[src/sv/gbn_pkg.sv]
// ----------------------------------------------------------------------------
// Go-back-N link controller package
// Shared constants, codes and structure types for the link controller.
// ----------------------------------------------------------------------------
package gbn_pkg;

    localparam int SEQ_MAX_DEF    = 7;
    localparam int DATA_WIDTH_DEF = 32;
    localparam int PAYLOAD_W      = 32;
    localparam int SEQ_FIELD_W    = 3;

    typedef enum logic [1:0] {
        MODE_SEND    = 2'd0,
        MODE_FRAME   = 2'd1,
        MODE_TIMEOUT = 2'd2,
        MODE_UNUSED  = 2'd3
    } mode_t;

    typedef enum logic [1:0] {
        KIND_FRAME   = 2'd0,
        KIND_DELIVER = 2'd1,
        KIND_STATUS  = 2'd2
    } kind_t;

    typedef enum logic [1:0] {
        ST_IDLE   = 2'd0,
        ST_RESULT = 2'd1,
        ST_RETX   = 2'd2
    } state_t;

    typedef struct packed {
        mode_t                  mode;
        logic [PAYLOAD_W-1:0]   payload;
        logic [SEQ_FIELD_W-1:0] rx_seq;
        logic [SEQ_FIELD_W-1:0] rx_ack;
    } in_t;

    typedef struct packed {
        kind_t                  result_kind;
        logic [PAYLOAD_W-1:0]   out_data;
        logic [SEQ_FIELD_W-1:0] out_seq;
        logic [SEQ_FIELD_W-1:0] out_ack;
        logic                   window_open;
        logic                   last;
    } out_t;

    typedef struct packed {
        logic do_send;
        logic do_frame;
        logic do_status;
        logic retx_start;
        logic retx_pop;
        logic retx_read;
        logic show_retx;
    } cmd_t;

    typedef struct packed {
        logic window_full;
        logic parity_err;
        logic count_zero;
        logic retx_last;
    } sts_t;

endpackage

[src/sv/gbn_stream_if.sv]
// ----------------------------------------------------------------------------
// Go-back-N stream interface
// Valid/ready channel that carries one payload structure per transaction.
// ----------------------------------------------------------------------------
interface gbn_stream_if #(
    parameter type payload_t = logic
);

    logic     valid;
    logic     ready;
    payload_t data;

    modport source (
        output valid,
        output data,
        input  ready
    );

    modport sink (
        input  valid,
        input  data,
        output ready
    );

endinterface

[src/sv/gbn_ram.sv]
// ----------------------------------------------------------------------------
// Go-back-N generic RAM
// Single write port, single read port with registered read data.
// ----------------------------------------------------------------------------
module gbn_ram #(
    parameter int WIDTH = 32,
    parameter int DEPTH = 8
) (
    input  logic                     clk,
    input  logic                     wr_en,
    input  logic [$clog2(DEPTH)-1:0] wr_addr,
    input  logic [WIDTH-1:0]         wr_data,
    input  logic                     rd_en,
    input  logic [$clog2(DEPTH)-1:0] rd_addr,
    output logic [WIDTH-1:0]         rd_data
);

    logic [WIDTH-1:0] mem [DEPTH];

    always_ff @(posedge clk)
    begin
        if (wr_en)
        begin
            mem[wr_addr] <= wr_data;
        end
        if (rd_en)
        begin
            rd_data <= mem[rd_addr];
        end
    end

endmodule

[src/sv/gbn_ctrl.sv]
// ----------------------------------------------------------------------------
// Go-back-N controller
// Sequences one transaction at a time and steps the retransmit burst.
// ----------------------------------------------------------------------------
module gbn_ctrl (
    input  logic          clk,
    input  logic          rst_n,
    input  logic          in_valid,
    input  gbn_pkg::mode_t in_mode,
    output logic          in_ready,
    output logic          out_valid,
    input  logic          out_ready,
    input  gbn_pkg::sts_t sts,
    output gbn_pkg::cmd_t cmd
);

    gbn_pkg::state_t state_reg;
    gbn_pkg::state_t state_next;
    logic            take;
    logic            start_retx;

    assign take       = in_valid && (state_reg == gbn_pkg::ST_IDLE);
    assign start_retx = (in_mode == gbn_pkg::MODE_TIMEOUT) && !sts.count_zero;

    always_ff @(posedge clk or negedge rst_n)
    begin
        if (!rst_n)
        begin
            state_reg <= gbn_pkg::ST_IDLE;
        end
        else
        begin
            state_reg <= state_next;
        end
    end

    always_comb
    begin
        state_next = state_reg;
        case (state_reg)
            gbn_pkg::ST_IDLE:
            begin
                if (in_valid)
                begin
                    state_next = start_retx ? gbn_pkg::ST_RETX : gbn_pkg::ST_RESULT;
                end
            end
            gbn_pkg::ST_RESULT:
            begin
                if (out_ready)
                begin
                    state_next = gbn_pkg::ST_IDLE;
                end
            end
            gbn_pkg::ST_RETX:
            begin
                if (out_ready && sts.retx_last)
                begin
                    state_next = gbn_pkg::ST_IDLE;
                end
            end
            default:
            begin
                state_next = gbn_pkg::ST_IDLE;
            end
        endcase
    end

    always_comb
    begin
        in_ready       = 1'b0;
        out_valid      = 1'b0;
        cmd            = '0;
        case (state_reg)
            gbn_pkg::ST_IDLE:
            begin
                in_ready       = 1'b1;
                cmd.do_send    = take && (in_mode == gbn_pkg::MODE_SEND) && !sts.window_full;
                cmd.do_frame   = take && (in_mode == gbn_pkg::MODE_FRAME) && !sts.parity_err;
                cmd.retx_start = take && start_retx;
                cmd.retx_read  = take && start_retx;
                cmd.do_status  = take && !cmd.do_send && !cmd.do_frame && !start_retx;
            end
            gbn_pkg::ST_RESULT:
            begin
                out_valid = 1'b1;
            end
            gbn_pkg::ST_RETX:
            begin
                out_valid     = 1'b1;
                cmd.show_retx = 1'b1;
                cmd.retx_pop  = out_ready;
                cmd.retx_read = out_ready && !sts.retx_last;
            end
            default:
            begin
                in_ready = 1'b0;
            end
        endcase
    end

endmodule

[src/sv/gbn_datapath.sv]
// ----------------------------------------------------------------------------
// Go-back-N datapath
// Window counters, packet store, acknowledgment release and result register.
// ----------------------------------------------------------------------------
module gbn_datapath #(
    parameter int SEQ_MAX    = gbn_pkg::SEQ_MAX_DEF,
    parameter int DATA_WIDTH = gbn_pkg::DATA_WIDTH_DEF
) (
    input  logic          clk,
    input  logic          rst_n,
    input  gbn_pkg::in_t  req_data,
    input  gbn_pkg::cmd_t cmd,
    output gbn_pkg::sts_t sts,
    output gbn_pkg::out_t rsp_data
);

    localparam int SEQ_MOD = SEQ_MAX + 1;
    localparam int SEQ_W   = $clog2(SEQ_MOD);
    localparam int D_W     = SEQ_W + 1;
    localparam int CMP_W   = ((SEQ_W > gbn_pkg::SEQ_FIELD_W) ? SEQ_W : gbn_pkg::SEQ_FIELD_W) + 1;
    localparam int STORE_W = (DATA_WIDTH < gbn_pkg::PAYLOAD_W) ? DATA_WIDTH : gbn_pkg::PAYLOAD_W;

    logic [SEQ_W-1:0]   next_send_reg, next_send_next;
    logic [SEQ_W-1:0]   oldest_reg, oldest_next;
    logic [SEQ_W-1:0]   expected_reg, expected_next;
    logic [SEQ_W-1:0]   count_reg, count_next;
    logic [SEQ_W-1:0]   left_reg, left_next;
    gbn_pkg::kind_t     kind_reg, kind_next;
    logic [STORE_W-1:0] data_reg, data_next;
    logic [SEQ_W-1:0]   seq_reg, seq_next;

    logic [STORE_W-1:0] payload_m;
    logic [STORE_W-1:0] rd_data;
    logic [SEQ_W-1:0]   rd_addr;
    logic [CMP_W-1:0]   rack_w;
    logic [SEQ_W-1:0]   rack_s;
    logic               rack_ok;
    logic               deliver;
    logic [D_W-1:0]     dist_raw;
    logic [D_W-1:0]     dist_mod;
    logic [SEQ_W-1:0]   dist_s;
    logic               release_hit;
    logic [SEQ_W-1:0]   seq_sel;
    logic [CMP_W-1:0]   seq_wide;
    logic [SEQ_W-1:0]   ack_s;
    logic [CMP_W-1:0]   ack_wide;

    function automatic logic [SEQ_W-1:0] seq_inc(input logic [SEQ_W-1:0] s);
        return (s == SEQ_W'(SEQ_MAX)) ? '0 : s + SEQ_W'(1);
    endfunction

    assign payload_m = req_data.payload[STORE_W-1:0];
    assign rack_w    = CMP_W'(req_data.rx_ack);
    assign rack_s    = rack_w[SEQ_W-1:0];
    assign rack_ok   = rack_w < CMP_W'(SEQ_MOD);
    assign deliver   = CMP_W'(req_data.rx_seq) == CMP_W'(expected_reg);
    assign dist_raw  = {1'b0, rack_s} + D_W'(SEQ_MOD) - {1'b0, oldest_reg};
    assign dist_mod  = (dist_raw >= D_W'(SEQ_MOD)) ? dist_raw - D_W'(SEQ_MOD) : dist_raw;
    assign dist_s    = dist_mod[SEQ_W-1:0];
    assign release_hit = rack_ok && (dist_s < count_reg);

    assign sts.window_full = count_reg == SEQ_W'(SEQ_MAX);
    assign sts.parity_err  = ^payload_m;
    assign sts.count_zero  = count_reg == '0;
    assign sts.retx_last   = left_reg == SEQ_W'(1);

    assign rd_addr = cmd.retx_start ? oldest_reg : seq_inc(next_send_reg);

    gbn_ram #(
        .WIDTH (STORE_W),
        .DEPTH (SEQ_MOD)
    ) u_store (
        .clk     (clk),
        .wr_en   (cmd.do_send),
        .wr_addr (next_send_reg),
        .wr_data (payload_m),
        .rd_en   (cmd.retx_read),
        .rd_addr (rd_addr),
        .rd_data (rd_data)
    );

    always_comb
    begin
        next_send_next = next_send_reg;
        oldest_next    = oldest_reg;
        expected_next  = expected_reg;
        count_next     = count_reg;
        left_next      = left_reg;
        if (cmd.do_send)
        begin
            next_send_next = seq_inc(next_send_reg);
            count_next     = count_reg + SEQ_W'(1);
        end
        if (cmd.do_frame)
        begin
            if (deliver)
            begin
                expected_next = seq_inc(expected_reg);
            end
            if (release_hit)
            begin
                count_next  = count_reg - dist_s - SEQ_W'(1);
                oldest_next = seq_inc(rack_s);
            end
        end
        if (cmd.retx_start)
        begin
            next_send_next = oldest_reg;
            left_next      = count_reg;
        end
        if (cmd.retx_pop)
        begin
            next_send_next = seq_inc(next_send_reg);
            left_next      = left_reg - SEQ_W'(1);
        end
    end

    always_comb
    begin
        kind_next = gbn_pkg::KIND_STATUS;
        data_next = '0;
        seq_next  = '0;
        if (cmd.do_send)
        begin
            kind_next = gbn_pkg::KIND_FRAME;
            data_next = payload_m;
            seq_next  = next_send_reg;
        end
        else if (cmd.do_frame && deliver)
        begin
            kind_next = gbn_pkg::KIND_DELIVER;
            data_next = payload_m;
            seq_next  = expected_reg;
        end
    end

    always_ff @(posedge clk or negedge rst_n)
    begin
        if (!rst_n)
        begin
            next_send_reg <= '0;
            oldest_reg    <= '0;
            expected_reg  <= '0;
            count_reg     <= '0;
            left_reg      <= '0;
        end
        else
        begin
            next_send_reg <= next_send_next;
            oldest_reg    <= oldest_next;
            expected_reg  <= expected_next;
            count_reg     <= count_next;
            left_reg      <= left_next;
        end
    end

    always_ff @(posedge clk)
    begin
        if (cmd.do_send || cmd.do_frame || cmd.do_status)
        begin
            kind_reg <= kind_next;
            data_reg <= data_next;
            seq_reg  <= seq_next;
        end
    end

    assign seq_sel  = cmd.show_retx ? next_send_reg : seq_reg;
    assign seq_wide = CMP_W'(seq_sel);
    assign ack_s    = (expected_reg == '0) ? SEQ_W'(SEQ_MAX) : expected_reg - SEQ_W'(1);
    assign ack_wide = CMP_W'(ack_s);

    assign rsp_data.result_kind = cmd.show_retx ? gbn_pkg::KIND_FRAME : kind_reg;
    assign rsp_data.out_data    = gbn_pkg::PAYLOAD_W'(cmd.show_retx ? rd_data : data_reg);
    assign rsp_data.out_seq     = seq_wide[gbn_pkg::SEQ_FIELD_W-1:0];
    assign rsp_data.out_ack     = ack_wide[gbn_pkg::SEQ_FIELD_W-1:0];
    assign rsp_data.window_open = !sts.window_full;
    assign rsp_data.last        = cmd.show_retx ? sts.retx_last : 1'b1;

    // The outstanding count never exceeds the window size.
    assert property (@(posedge clk) disable iff (!rst_n)
        count_reg <= SEQ_W'(SEQ_MAX))
    else $error("outstanding count above window size");

    // A retransmit burst always has at least one frame left to send.
    assert property (@(posedge clk) disable iff (!rst_n)
        cmd.show_retx |-> (left_reg != '0))
    else $error("retransmit burst with no frames left");

    // A stored send grows the window by exactly one frame.
    assert property (@(posedge clk) disable iff (!rst_n)
        cmd.do_send |=> (count_reg == $past(count_reg) + SEQ_W'(1)))
    else $error("send did not advance outstanding count");

    // A retransmit burst restarts from the oldest unacknowledged frame.
    assert property (@(posedge clk) disable iff (!rst_n)
        cmd.retx_start |=> (next_send_reg == $past(oldest_reg)))
    else $error("retransmit did not rewind the send edge");

endmodule

[src/sv/go_back_n_link_controller_core.sv]
// ----------------------------------------------------------------------------
// Go-back-N link controller core
// Sliding-window endpoint: sends, receives, releases acked frames, retransmits.
// ----------------------------------------------------------------------------
// A send, arriving frame or status transaction gives its result in the cycle
// after acceptance; a timeout with frames outstanding gives them one frame per
// cycle from then on while the response side is ready. The controller takes a
// new transaction only in its idle state, so it accepts none before the last
// result is taken. Reset clears the state machine, the sequence counters and
// the outstanding count; the packet store is not cleared and is read only for
// frames already written.
// ----------------------------------------------------------------------------
module go_back_n_link_controller_core #(
    parameter int SEQ_MAX    = gbn_pkg::SEQ_MAX_DEF,
    parameter int DATA_WIDTH = gbn_pkg::DATA_WIDTH_DEF
) (
    input  logic         clk,
    input  logic         rst_n,
    gbn_stream_if.sink   req,
    gbn_stream_if.source rsp
);

    gbn_pkg::cmd_t cmd;
    gbn_pkg::sts_t sts;
    gbn_pkg::in_t  req_data;
    gbn_pkg::out_t rsp_data;

    assign req_data = req.data;
    assign rsp.data = rsp_data;

    gbn_ctrl u_ctrl (
        .clk       (clk),
        .rst_n     (rst_n),
        .in_valid  (req.valid),
        .in_mode   (req_data.mode),
        .in_ready  (req.ready),
        .out_valid (rsp.valid),
        .out_ready (rsp.ready),
        .sts       (sts),
        .cmd       (cmd)
    );

    gbn_datapath #(
        .SEQ_MAX    (SEQ_MAX),
        .DATA_WIDTH (DATA_WIDTH)
    ) u_datapath (
        .clk      (clk),
        .rst_n    (rst_n),
        .req_data (req_data),
        .cmd      (cmd),
        .sts      (sts),
        .rsp_data (rsp_data)
    );

endmodule

[src/flat_wrapper.sv]
// flat-port wrapper written by rule: the top's interface ports become plain ports
module go_back_n_link_controller_core_flat import gbn_pkg::*;
#(
    parameter int SEQ_MAX    = gbn_pkg::SEQ_MAX_DEF,
    parameter int DATA_WIDTH = gbn_pkg::DATA_WIDTH_DEF
)
  (clk, rst_n, req_valid, req_data, req_ready, rsp_valid, rsp_data, rsp_ready);
  gbn_stream_if #(.payload_t(in_t)) req_i ();
  gbn_stream_if #(.payload_t(out_t)) rsp_i ();
  input  logic clk;
  input  logic rst_n;
  input wire logic [$bits(req_i.valid)-1:0] req_valid;
  input wire logic [$bits(req_i.data)-1:0] req_data;
  output wire logic [$bits(req_i.ready)-1:0] req_ready;
  output wire logic [$bits(rsp_i.valid)-1:0] rsp_valid;
  output wire logic [$bits(rsp_i.data)-1:0] rsp_data;
  input wire logic [$bits(rsp_i.ready)-1:0] rsp_ready;
  assign req_i.valid = req_valid;
  assign req_i.data = req_data;
  assign req_ready = req_i.ready;
  assign rsp_valid = rsp_i.valid;
  assign rsp_data = rsp_i.data;
  assign rsp_i.ready = rsp_ready;
  go_back_n_link_controller_core #(.SEQ_MAX(SEQ_MAX), .DATA_WIDTH(DATA_WIDTH)) u_core (.clk(clk), .rst_n(rst_n), .req(req_i), .rsp(rsp_i));
endmodule
[config.mk]
export PLATFORM = sky130hd
export DESIGN_NAME = go_back_n_link_controller_core_flat
export DESIGN_NICKNAME = d
export VERILOG_FILES = /design/src/sv/gbn_pkg.sv /design/src/sv/gbn_stream_if.sv /design/src/sv/gbn_ram.sv /design/src/sv/gbn_ctrl.sv /design/src/sv/gbn_datapath.sv /design/src/sv/go_back_n_link_controller_core.sv /design/src/flat_wrapper.sv
export SDC_FILE = /design/constraint.sdc
export NUM_CORES = 1
export LEC_CHECK = 0
export ABC_AREA = 1
export BUFFER_PORTS_ARGS = -buffer_cell sky130_fd_sc_hd__clkbuf_2
export CORE_ASPECT_RATIO = 0.75
export CORE_UTILIZATION = 30
export DETAILED_ROUTE_END_ITERATION = 12
export HOLD_SLACK_MARGIN = 0.08
export PLACE_DENSITY = 0.55
export SYNTH_ARGS = -nofsm -noshare
export SYNTH_HDL_FRONTEND = slang
export SYNTH_HIERARCHICAL = 1
export SYNTH_SLANG_ARGS = --single-unit
[constraint.sdc]
create_clock -name clk -period 3.15 [get_ports clk]
set_input_delay 0 -clock clk [delete_from_list [all_inputs] [get_ports clk]]
set_output_delay 0 -clock clk [all_outputs]
set_load 0.01 [all_outputs]
==> summary.md <==
| Metric | Value |
|---|---|
| Status | `complete, no violations` |
| Post-synthesis cell type count | `38` |
| Vias in the first global route | `10,600` |
| Max FFs per register | `256` |
| CP startpoint kind | `flop` |
| Footprint of the multi-input gates | `4360 µm²` |
| Core area | `53,000 µm²` |
| Min-Delay Path Class | `in2reg` |
| First drt pass iteration count | `5` |
| First-pass GRT wire length | `61,700 µm` |
| TritonCTS Buffers | `38` |
| Initial Util | `30.3%` |
| Worst-path clk slew | `60 ps` |
| Top cells by area, synth | `edfxtp_1 (61%), nand2_1 (13%), inv_1 (7.8%)` |
| Site row count | `73` |
| Placed cell area | `17,600 µm²` |
| Final setup fails | `0` |
| Max-slew violations | `0` |
| MaxCap Viol Count | `0` |
| Ys Warns | `6` |
| Total power | `17,200 µW` |
| Largest net degree at the start of global routing | `69` |
| Layout area overhead | `19.8%` |
| H-tree levels | `2` |
| Post-synth top area share | `60.7%` |
| Nets | `1,847` |
| Leak | `0.00866 µW` |
| Initial DRC Count | `624` |
| Layout cells sized above 1 | `13.5%` |
| Worst Setup EP | `u_core/u_datapath/oldest_reg[0]` |
| Fillers | `5,326` |
| RR Startpoint | `u_core/u_datapath/oldest_reg[0]` |
| Mapped Cells | `1,627` |
| Final Non-Filler Cells | `2,516` |
| Reg2reg path depth | `10` |
| Initial antenna violation count | `1` |
| Vert. Die Dim | `202 µm` |
| R2R setup slack | `300 ps` |
| Syn nets | `1,694` |
| Die X | `269 µm` |
| Synthesized area per cell | `9.88 µm²` |
| Via count | `10,800` |
| Critical path type | `reg2reg` |
| Crit-path max FO | `8` |
| CTS tree | `built` |
| RePlAce Congestion | `0.783` |
| Total negative setup slack | `0 ps` |
| Critical Path Sink Type | `flop` |
| Hold Path Depth | `5` |
| Die area | `54,500 µm²` |
| Wire length per cell | `15.7 µm` |
| Mapped Area | `16,100 µm²` |
| Routed wire length | `39,600 µm` |
| Hpwl dp | `22,500 µm` |
| Final Hold Fails | `0` |
| Crit path from | `u_core/u_datapath/oldest_reg[0]` |
| Max clock buf depth | `3` |
| Max Clk Rate | `351 MHz` |
| Max-slew headroom | `37.6%` |
| DRC | `0` |
| Worst path arrival time | `3330 ps` |
| Sequential-to-total area share from yosys stat | `63.3%` |
| Fin area | `19,300 µm²` |
| R2r endpoint | `u_core/u_datapath/oldest_reg[0]` |
| Port-buffer cells | `87` |
| Clock Latency Late Sink | `530 ps` |
| Fin crit period | `2850 ps` |
| Clock sinks | `342` |
| Worst Max-Slew Pin Slew | `935 ps` |
| Largest area contributor in the netlist | `edfxtp_1` |
| Pwr Density | `891 nW/µm²` |
| Global Route Usage Sum | `14.6%` |
| Worst Skew | `9.64 ps` |
| Ports | `88` |
| Clk root buf | `clkbuf_16` |
| RSZ-0062 raised after global routing | `false` |
| Antenna-violating nets left | `0` |
| #FFs+latches synth | `342` |
| Storage cell area | `10,200 µm²` |
| Peak supply drop | `0.000459 V` |
| Vias per Instance | `4.30` |
| Total grt overflow | `0` |
| Cells after DPL | `2,404` |
| Final worst-path cycle share | `90.6%` |
| Final core occ | `36.4%` |
| CP required | `3620 ps` |
[how the worst min path moves through the flow]
stage	from	end	slack (ps)
after floorplan	rst_n	u_core/u_ctrl/state_reg[0]	-300
after global placement	rst_n	u_core/u_datapath/expected_reg[2]	-20
after detailed placement	rst_n	u_core/u_datapath/expected_reg[0]	-20
after CTS	req_data[38]	u_core/u_datapath/count_reg[1]	150
after global routing	req_data[38]	u_core/u_datapath/count_reg[1]	100
final	req_data[38]	u_core/u_datapath/count_reg[1]	60
[placed cells by master (no fill, tap or decap), types with 21 or more instances in the layout]
cell type	netlist	final
mux2_2	32	32
edfxtp_1	325	325
clkbuf_16	0	41
dlygate4sd3_1	0	48
nor2_1	52	44
buf_4	5	21
nand3_1	135	134
inv_1	333	333
clkbuf_2	0	87
nand2_1	564	563
[cell families (layout without fill, tap and decap cells)]
group           count (synthesis)  in the layout  synth area share, %
simple gates                  774            774                 19.6
xor+xnor                       25             25                 1.36
fa+ha+maj                      23             23                 1.88
flops                         342            342                 63.3
compound gates                 35             35                 1.34
buf+inv                       396            572                 10.3
mux                            32             32                 2.24
other cells                     0              1                    0
[through the flow]
step,hold WS [ps],setup slack (ps)
floorplan,-296,-190
global placement,-21.6,403
detailed placement,-18.1,325
CTS,148,62.4
global route,97.8,9.13
finish,59.1,297
[routing by layer]
layer  share of wire [%]  GRT usage [%]
met1                  47           19.7
met2                  47           24.8
met3                 4.4           2.37
met4                 1.4           3.17
met5                   0              0
[repair_timing]
action | CTS | global route
hold buffers | 48 | 1
gates resized for setup | 0 | 1
buffers inserted | 0 | 0
endpoints found under the hold margin | 315 | 3
setup endpoints to repair | 0 | 8
[critical path: stages, from the launching register on]
cell           delay [ps]
dfrtp_1               400
ha_1                  160
inv_1                  50
fa_1                  370
xnor2_1               210
xor2_1                180
ha_1                  290
a21oi_1               170
nand3_2               180
o31ai_1               220
dlygate4sd3_1         570
[power by group]
part / switching (µW) / leakage [µW] / internal, µW
Combinational: 4600 / 0.00493 / 2350
Sequential: 212 / 0.00316 / 5750
Clock: 1750 / 0.000576 / 2510
Total: 6560 / 0.00866 / 10600
[synthesized netlist by cell type, drive strengths merged]
| cell | count |
|---|---|
| xor2 | 11 |
| o22ai | 4 |
| a21oi | 6 |
| a221oi | 1 |
| clkbuf | 8 |
| buf | 50 |
| a31oi | 1 |
| or2 | 4 |
| fa | 2 |
| nand2 | 565 |
| dfrtp | 17 |
| o211ai | 5 |
| ha | 21 |
| o31ai | 1 |
| mux2 | 32 |
| nand3b | 3 |
| nand3 | 136 |
| o21ai | 16 |
| o221ai | 1 |
| nand4 | 3 |
| xnor2 | 14 |
| nor2 | 62 |
| inv | 338 |
| edfxtp | 325 |
| nor3 | 1 |
[final cells by class]
class	instances	area share, %
Antenna cell	1	0.0130
Clock buffer	46	5.43
Clock inverter	17	0.682
Inverter	338	6.59
Multi-Input combinational cell	889	22.6
Sequential cell	342	52.9
Tap cell	712	4.63
Timing Repair Buffer	171	7.13
No activity file was read; power rests on OpenSTA's default activity.
